<file path="src/sv/rpbg_pkg.sv">
// Shared types and constants for the relay pulse burst generator.
package rpbg_pkg;

	localparam int CHANNELS     = 4;
	localparam int CH_W         = (CHANNELS > 1) ? $clog2(CHANNELS) : 1;
	localparam int REG_COUNT    = 2 * CHANNELS;
	localparam int CFG_IDX_W    = 4;
	localparam int CFG_DATA_W   = 8;
	localparam int TIMER_W      = 8;
	localparam int COUNT_W      = 16;
	localparam int REQ_W        = 2;
	localparam int CHAN_FIELD_W = 2;
	localparam int RELAY_W      = 4;
	localparam int SETTLE_LIMIT = 4 * CHANNELS + 8;
	localparam int BUD_W        = $clog2(SETTLE_LIMIT + 1);

	localparam logic [TIMER_W-1:0] PHASE_RESET = TIMER_W'(100);

	typedef enum logic [REQ_W-1:0] {
		REQ_TICK  = 2'd0,
		REQ_LOAD  = 2'd1,
		REQ_START = 2'd2
	} req_type_t;

endpackage

</file>
<file path="src/sv/relay_pulse_burst_generator_unit.sv">
// Top level of the relay pulse burst generator: request decode, pass sequencing, result register.
//
// Each request beat (tick, load or start) is resolved in one combinational pass from the
// accepted beat and the current pass state into the next state and a result beat held in
// the result register, so one beat is taken every clock while the result side keeps up.
// The request side stays ready while the result register is empty or is being drained in
// the same cycle. A tick that ends a phase may walk through zero-length phases and empty
// channels within that same cycle. Timing registers are written on the configuration
// channel, which is always ready; indexes past the register list are ignored.
module relay_pulse_burst_generator_unit (
	input  logic                             clk,
	input  logic                             arst_n,
	input  logic                             req_valid,
	output logic                             req_ready,
	input  logic [rpbg_pkg::REQ_W-1:0]        req_type,
	input  logic [rpbg_pkg::CHAN_FIELD_W-1:0] channel,
	input  logic [rpbg_pkg::COUNT_W-1:0]      pulse_count,
	output logic                             res_valid,
	input  logic                             res_ready,
	output logic [rpbg_pkg::RELAY_W-1:0]      relays,
	output logic                             busy_res,
	output logic                             rejected,
	input  logic                             cfg_valid,
	output logic                             cfg_ready,
	input  logic [rpbg_pkg::CFG_IDX_W-1:0]    cfg_index,
	input  logic [rpbg_pkg::CFG_DATA_W-1:0]   cfg_data
);
	import rpbg_pkg::*;

	logic [TIMER_W-1:0] on_q  [CHANNELS];
	logic [TIMER_W-1:0] off_q [CHANNELS];

	logic [COUNT_W-1:0] pend_q [CHANNELS];
	logic [CH_W-1:0]    act_q;
	logic [COUNT_W-1:0] left_q;
	logic [TIMER_W-1:0] timer_q;
	logic               high_q;
	logic               run_q;

	logic [COUNT_W-1:0] pend_d [CHANNELS];
	logic [CH_W-1:0]    act_d;
	logic [COUNT_W-1:0] left_d;
	logic [TIMER_W-1:0] timer_d;
	logic               high_d;
	logic               run_d;
	logic               rej_d;
	logic [RELAY_W-1:0] relays_d;

	logic               res_valid_q;
	logic [RELAY_W-1:0] relays_q;
	logic               busy_q;
	logic               rej_q;

	logic               req_fire;
	logic [CH_W-1:0]    cfg_ch;

	// settle scratch
	logic               do_adv;
	logic [CH_W:0]      adv_s;
	logic [BUD_W-1:0]   budget;
	logic [BUD_W-1:0]   bud0;
	logic [BUD_W-1:0]   half_up;
	logic [BUD_W-1:0]   rest;
	logic [TIMER_W-1:0] timer_dec;
	logic [TIMER_W-1:0] cur_on;
	logic [TIMER_W-1:0] cur_off;
	logic               found;
	logic [CH_W-1:0]    hit;
	logic [CH_W:0]      n_take;
	logic [CH_W:0]      m_take;
	logic [CH_W:0]      last_take;

	assign req_ready = !res_valid_q || res_ready;
	assign req_fire  = req_valid && req_ready;
	assign cfg_ready = 1'b1;
	assign cfg_ch    = CH_W'(cfg_index >> 1);

	assign res_valid = res_valid_q;
	assign relays    = relays_q;
	assign busy_res  = busy_q;
	assign rejected  = rej_q;

	always_comb begin
		pend_d    = pend_q;
		act_d     = act_q;
		left_d    = left_q;
		timer_d   = timer_q;
		high_d    = high_q;
		run_d     = run_q;
		rej_d     = 1'b0;
		do_adv    = 1'b0;
		adv_s     = '0;
		budget    = BUD_W'(SETTLE_LIMIT);
		bud0      = '0;
		half_up   = '0;
		rest      = '0;
		found     = 1'b0;
		hit       = '0;
		n_take    = '0;
		m_take    = '0;
		last_take = '0;
		cur_on    = on_q[act_q];
		cur_off   = off_q[act_q];
		timer_dec = (timer_q != '0) ? timer_q - 1'b1 : '0;

		case (req_type)
			REQ_TICK: begin
				if (run_q) begin
					timer_d = timer_dec;
					if (timer_dec == '0) begin
						if (cur_on == '0 && cur_off == '0) begin
							// both phases empty: two steps per pulse until the step limit
							bud0    = BUD_W'(SETTLE_LIMIT) - BUD_W'(high_q);
							half_up = (bud0 >> 1) + BUD_W'(bud0[0]);
							if (left_q <= COUNT_W'(bud0 >> 1)) begin
								budget = bud0 - {left_q[BUD_W-2:0], 1'b0};
								left_d = '0;
								high_d = 1'b0;
								do_adv = 1'b1;
								adv_s  = {1'b0, act_q} + 1'b1;
							end else begin
								left_d = left_q - COUNT_W'(half_up);
								high_d = bud0[0];
							end
						end else if (high_q && cur_off != '0) begin
							high_d  = 1'b0;
							timer_d = cur_off;
						end else if (left_q != '0) begin
							left_d = left_q - 1'b1;
							if (cur_on != '0) begin
								high_d  = 1'b1;
								timer_d = cur_on;
							end else begin
								high_d  = 1'b0;
								timer_d = cur_off;
							end
						end else begin
							high_d = 1'b0;
							do_adv = 1'b1;
							adv_s  = {1'b0, act_q} + 1'b1;
						end
					end
				end
			end
			REQ_LOAD: begin
				if (run_q) begin
					rej_d = 1'b1;
				end else if (32'(channel) < CHANNELS) begin
					pend_d[CH_W'(channel)] = pulse_count;
				end
			end
			REQ_START: begin
				if (run_q) begin
					rej_d = 1'b1;
				end else begin
					run_d   = 1'b1;
					left_d  = '0;
					high_d  = 1'b0;
					timer_d = '0;
					do_adv  = 1'b1;
					adv_s   = '0;
				end
			end
			default: begin
			end
		endcase

		if (do_adv) begin
			// first channel at or after adv_s with pulses to emit
			for (int i = CHANNELS - 1; i >= 0; i--) begin
				if ((CH_W+1)'(i) >= adv_s && pend_q[i] != '0 &&
						!(on_q[i] == '0 && off_q[i] == '0)) begin
					found = 1'b1;
					hit   = CH_W'(i);
				end
			end
			n_take = found ? ({1'b0, hit} - adv_s + 1'b1) : ((CH_W+1)'(CHANNELS) - adv_s);
			m_take = (budget < BUD_W'(n_take)) ? budget[CH_W:0] : n_take;
			for (int i = 0; i < CHANNELS; i++) begin
				if ((CH_W+1)'(i) >= adv_s && (CH_W+1)'(i) < adv_s + m_take) begin
					pend_d[i] = '0;
				end
			end
			last_take = adv_s + m_take - 1'b1;
			if (m_take != '0 && m_take < n_take) begin
				act_d   = last_take[CH_W-1:0];
				left_d  = '0;
				high_d  = 1'b0;
				timer_d = '0;
			end else if (m_take == n_take) begin
				rest = budget - BUD_W'(n_take);
				if (found) begin
					act_d = hit;
					if (rest == '0) begin
						left_d  = pend_q[hit];
						high_d  = 1'b0;
						timer_d = '0;
					end else begin
						left_d = pend_q[hit] - 1'b1;
						if (on_q[hit] != '0 || rest == BUD_W'(1)) begin
							high_d  = 1'b1;
							timer_d = on_q[hit];
						end else begin
							high_d  = 1'b0;
							timer_d = off_q[hit];
						end
					end
				end else begin
					act_d   = CH_W'(CHANNELS - 1);
					left_d  = '0;
					high_d  = 1'b0;
					timer_d = '0;
					if (rest != '0) begin
						run_d = 1'b0;
					end
				end
			end
		end

		relays_d = (run_d && high_d) ? (RELAY_W'(1) << act_d) : '0;
	end

	always_ff @(posedge clk or negedge arst_n) begin
		if (!arst_n) begin
			for (int i = 0; i < CHANNELS; i++) begin
				on_q[i]  <= PHASE_RESET;
				off_q[i] <= PHASE_RESET;
			end
		end else if (cfg_valid && cfg_ready && 32'(cfg_index) < REG_COUNT) begin
			if (!cfg_index[0]) begin
				on_q[cfg_ch] <= TIMER_W'(cfg_data);
			end else begin
				off_q[cfg_ch] <= TIMER_W'(cfg_data);
			end
		end
	end

	always_ff @(posedge clk or negedge arst_n) begin
		if (!arst_n) begin
			for (int i = 0; i < CHANNELS; i++) begin
				pend_q[i] <= '0;
			end
			act_q   <= '0;
			left_q  <= '0;
			timer_q <= '0;
			high_q  <= 1'b0;
			run_q   <= 1'b0;
		end else if (req_fire) begin
			pend_q  <= pend_d;
			act_q   <= act_d;
			left_q  <= left_d;
			timer_q <= timer_d;
			high_q  <= high_d;
			run_q   <= run_d;
		end
	end

	always_ff @(posedge clk or negedge arst_n) begin
		if (!arst_n) begin
			res_valid_q <= 1'b0;
		end else if (req_fire) begin
			res_valid_q <= 1'b1;
		end else if (res_ready) begin
			res_valid_q <= 1'b0;
		end
	end

	always_ff @(posedge clk) begin
		if (req_fire) begin
			relays_q <= relays_d;
			busy_q   <= run_d;
			rej_q    <= rej_d;
		end
	end

endmodule

</file>
<file path="config.mk">
export PLATFORM = sky130hd
export DESIGN_NAME = relay_pulse_burst_generator_unit
export DESIGN_NICKNAME = d
export VERILOG_FILES = /design/src/sv/rpbg_pkg.sv /design/src/sv/relay_pulse_burst_generator_unit.sv
export SDC_FILE = /design/constraint.sdc
export NUM_CORES = 1
export LEC_CHECK = 0
export ABC_AREA = 1
export BUFFER_PORTS_ARGS = -buffer_cell sky130_fd_sc_hd__buf_4
export CORE_MARGIN = 2
export CORE_UTILIZATION = 52
export DETAILED_ROUTE_END_ITERATION = 16
export PLACE_DENSITY = 0.71
export SETUP_SLACK_MARGIN = 0.2
export SLEW_MARGIN = 20
export SYNTH_ARGS = -nofsm -noshare
export SYNTH_HDL_FRONTEND = slang
export SYNTH_SLANG_ARGS = --single-unit
</file>
<file path="constraint.sdc">
create_clock -name clk -period 7.7 [get_ports clk]
set_clock_uncertainty 0.1 [all_clocks]
set_input_delay 0.77 -clock clk [delete_from_list [all_inputs] [get_ports clk]]
set_output_delay 0.77 -clock clk [all_outputs]
set_load 0.02 [all_outputs]
</file>
==> flow_summary.ini <==
[outcome]
status = finished clean

[pwr]
power_mw = 4.37
p_leak_nw = 6.71
power_density_nw_per_um2 = 305
peakVddDrop_v = 0.000152

[drt]
drt_pass1_iterations = 6
wl_per_cell_um = 18.4
wl_mm = 41.7
drcViolationCount = 0
detail-route-antenna-nets = 0
via_per_inst = 6.01
vias = 13600
drtIter0Drc = 1693

[setup_path]
crit_fanout = 15
worst_path_most_repeated_cell = inv_1
slowest_stage = dfrtp_1
crit_required_ps = 7890
max_stage_delay_ps = 420
reg2reg_depth = 45
r2r_end = relays[0]$_SDFFCE_PP0P_
critPathKind = reg2reg
rrSetupSlack_ps = 580
r2r_start = left_q[2]$_DFFE_PN0P_
startpoint_type = flip-flop
end_kind = flip-flop
worstPathArrival_ps = 7300

[grt]
grt-ovfl-total = 0
grt_util_all_layers_pct = 32.3
grt_pass1_wl_mm = 67.6
grt_start_max_net_pins = 102
antenna_found_initial = 0
grt_pass1_vias = 12500

[timing]
min_period_over_period_pct = 92.5
drv_slew = 0
hold_violations = 0
min_period_ps = 7120
slew_headroom_pct = 23.4
finalSetupViolCount = 0
max_freq_mhz = 140
tightest_slew_ps = 1150
rsz0062_at_grt = no
tns_ps = 0

[placed_design]
io_buffers = 44
place.gp.congestion = 0.998
dp_hpwl_mm = 29.0

[synthesis]
yosysWarnings = 0
synth_top_area_share_pct = 25.8
postSynthAreaPerCell_um2 = 6.74
synth-edff-count = 6
syn_nets = 1988
netlist_top_cells_area = dfrtp_1, nand2_1, o21ai_0
yosysSeqAreaShare_pct = 32.1
synth_area_um2 = 12900
ys.flop_type = dfrtp_1
synth_cells = 1913
yosysTopAreaCell = dfrtp_1
async_reset_ff_share_pct = 96.3
ys_ff_latch = 163
synth_cell_type_count = 56

[die]
floorplan.initialDensity_pct = 53.0
rows = 57
fp.dieW_um = 161
die-area_um2 = 26100
ios = 46
core_um2 = 24300
fp.dieH_um = 161

[cts]
cts_buffer_depth = 2
cts_hold_buf = 0
path_clk_slew_ps = 80
cts_buffers = 17
cts_root_buf = clkbuf_16
cts_sinks = 163
insertion_delay_ps = 450
cts_tree = done
cts_max_level = 4

[worst_hold_path]
hp-class = in2async

[cells_and_area]
antenna_cells = 0
fin_nets = 2002
drive_gt1_share_pct = 13.1
synthToLayoutAreaGrowth_pct = 11.4
n_fill_cell = 2332

[run]
cap_violations = 0
-- where the power goes --
part / leakage (nW) / switching [mW] / total [mW] / internal (mW)
Sequential: 1.98 / 0.226 / 1.33 / 1.11
Combinational: 4.45 / 1.45 / 2.17 / 0.722
Clock: 0.288 / 0.431 / 0.868 / 0.437
Total: 6.71 / 2.11 / 4.37 / 2.27
-- metrics by stage --
step / instances / setup WS, ps / instance area [um^2] / hold slack (ps) / util, %
CTS: 2248 / 233 / 14000 / 285 / 57.6
global placement: 2216 / 389 / 13400 / 397 / 55.0
floorplan: 1913 / 232 / 12900 / 365 / -
global route: 2264 / 148 / 14400 / 318 / 59.0
finish: 2264 / 581 / 14400 / 260 / 59.0
detailed placement: 2216 / 159 / 13400 / 406 / 55.1
-- per-layer routing --
metal,global-route usage [%],share of wire (%)
met2,49.0,45
met5,0,0
met4,7.83,2.0
met1,48.2,44
met3,5.16,8.8
-- synth_stat cells, drive strengths merged (3+ instances only) --
master / n
edfxtp: 6
nor2: 133
xor2: 15
dfstp: 24
clkbuf: 59
a21oi: 130
fa: 3
o211ai: 79
nand3: 173
xnor2: 4
o21ai: 235
dfrtp: 133
nand2: 496
nand3b: 6
nor3: 22
ha: 35
o22ai: 8
o31ai: 7
nor4: 30
o21bai: 3
or2: 6
nand4: 23
inv: 221
buf: 37
a32oi: 7
a22oi: 3
a211oi: 4
-- placed cells by master, fill, tap and decap left out, types with 4 or more instances in the layout --
cell type,synthesis,layout
nand3_2,8,13
edfxtp_1,6,6
xor2_1,14,14
buf_6,10,4
nor4_1,30,30
a32oi_1,7,7
clkbuf_16,0,17
inv_1,209,203
clkinv_8,0,4
nand2_2,16,19
ha_1,35,32
nand3_1,163,156
nor2_1,115,110
nand2_1,476,468
o21ai_1,31,32
dfrtp_1,133,132
nand3b_1,6,6
dfstp_2,24,24
nand2_4,4,7
o21ai_0,203,201
xnor2_1,4,4
a21oi_1,128,128
nand3_4,2,5
inv_2,9,13
o31ai_1,7,7
inv_8,0,4
nor3_1,19,18
nor2_2,13,14
o211ai_1,77,77
or2_2,6,6
nand4_1,23,23
nor2_4,4,8
o22ai_1,8,8
inv_6,0,5
buf_4,10,82
-- layout make-up --
cell class,instances,area [um^2],area share (%)
Multi-Input combinational cell,1432,7630,53.1
Sequential cell,163,4140,28.8
Inverter,223,857,5.97
Timing Repair Buffer,90,736,5.12
Clock buffer,18,429,2.99
Tap cell,324,405,2.82
Clock inverter,14,163,1.13
-- flip-flops by register name (all words and copies together), names as in the netlist --
name	count
timer_q	8
on_q	32
relays	4
run_q	1
busy_res	1
pend_q	64
off_q	32
act_q	2
left_q	16
res_valid	1
rejected	1
high_q	1
-- how the worst max path moves through the flow --
stage / from / slack (ps) / cells after the start / to
after floorplan: req_type[0] / 230 / 50 / relays[3]$_SDFFCE_PN0P_
after global placement: left_q[1]$_DFFE_PN0P_ / 390 / 45 / pend_q[52]$_DFFE_PN0P_
after detailed placement: left_q[1]$_DFFE_PN0P_ / 160 / 45 / pend_q[52]$_DFFE_PN0P_
after CTS: timer_q[0]$_DFFE_PN0P_ / 230 / 48 / pend_q[52]$_DFFE_PN0P_
after global routing: timer_q[1]$_DFFE_PN0P_ / 150 / 49 / relays[0]$_SDFFCE_PP0P_
final: left_q[2]$_DFFE_PN0P_ / 580 / 45 / relays[0]$_SDFFCE_PP0P_
-- kinds of logic after synthesis --
group           synth area share [%]
flops                           32.1
compound gates                  21.3
buf+inv                         10.4
xor+xnor                        1.44
fa+ha+maj                       3.86
simple gates                    30.9
other cells                   0.0291
-- critical path, delay by kind of cell (launching register included) --
kind | cells | cell delay, ps
AOI/OAI and AO/OA | 3 | 540
adders and majority gates | 7 | 1710
DFF | 1 | 420
buffers and inverters | 13 | 1410
xor gates and xnor gates | 2 | 350
and+or+nand+nor | 20 | 2440
-- repair_timing --
item,in CTS,in global routing
setup endpoints to repair,13,97
buffers inserted,0,14
resized for setup,3,47
gates cloned,0,1
pin swaps,1,14
(Power assumes the default switching activity.)
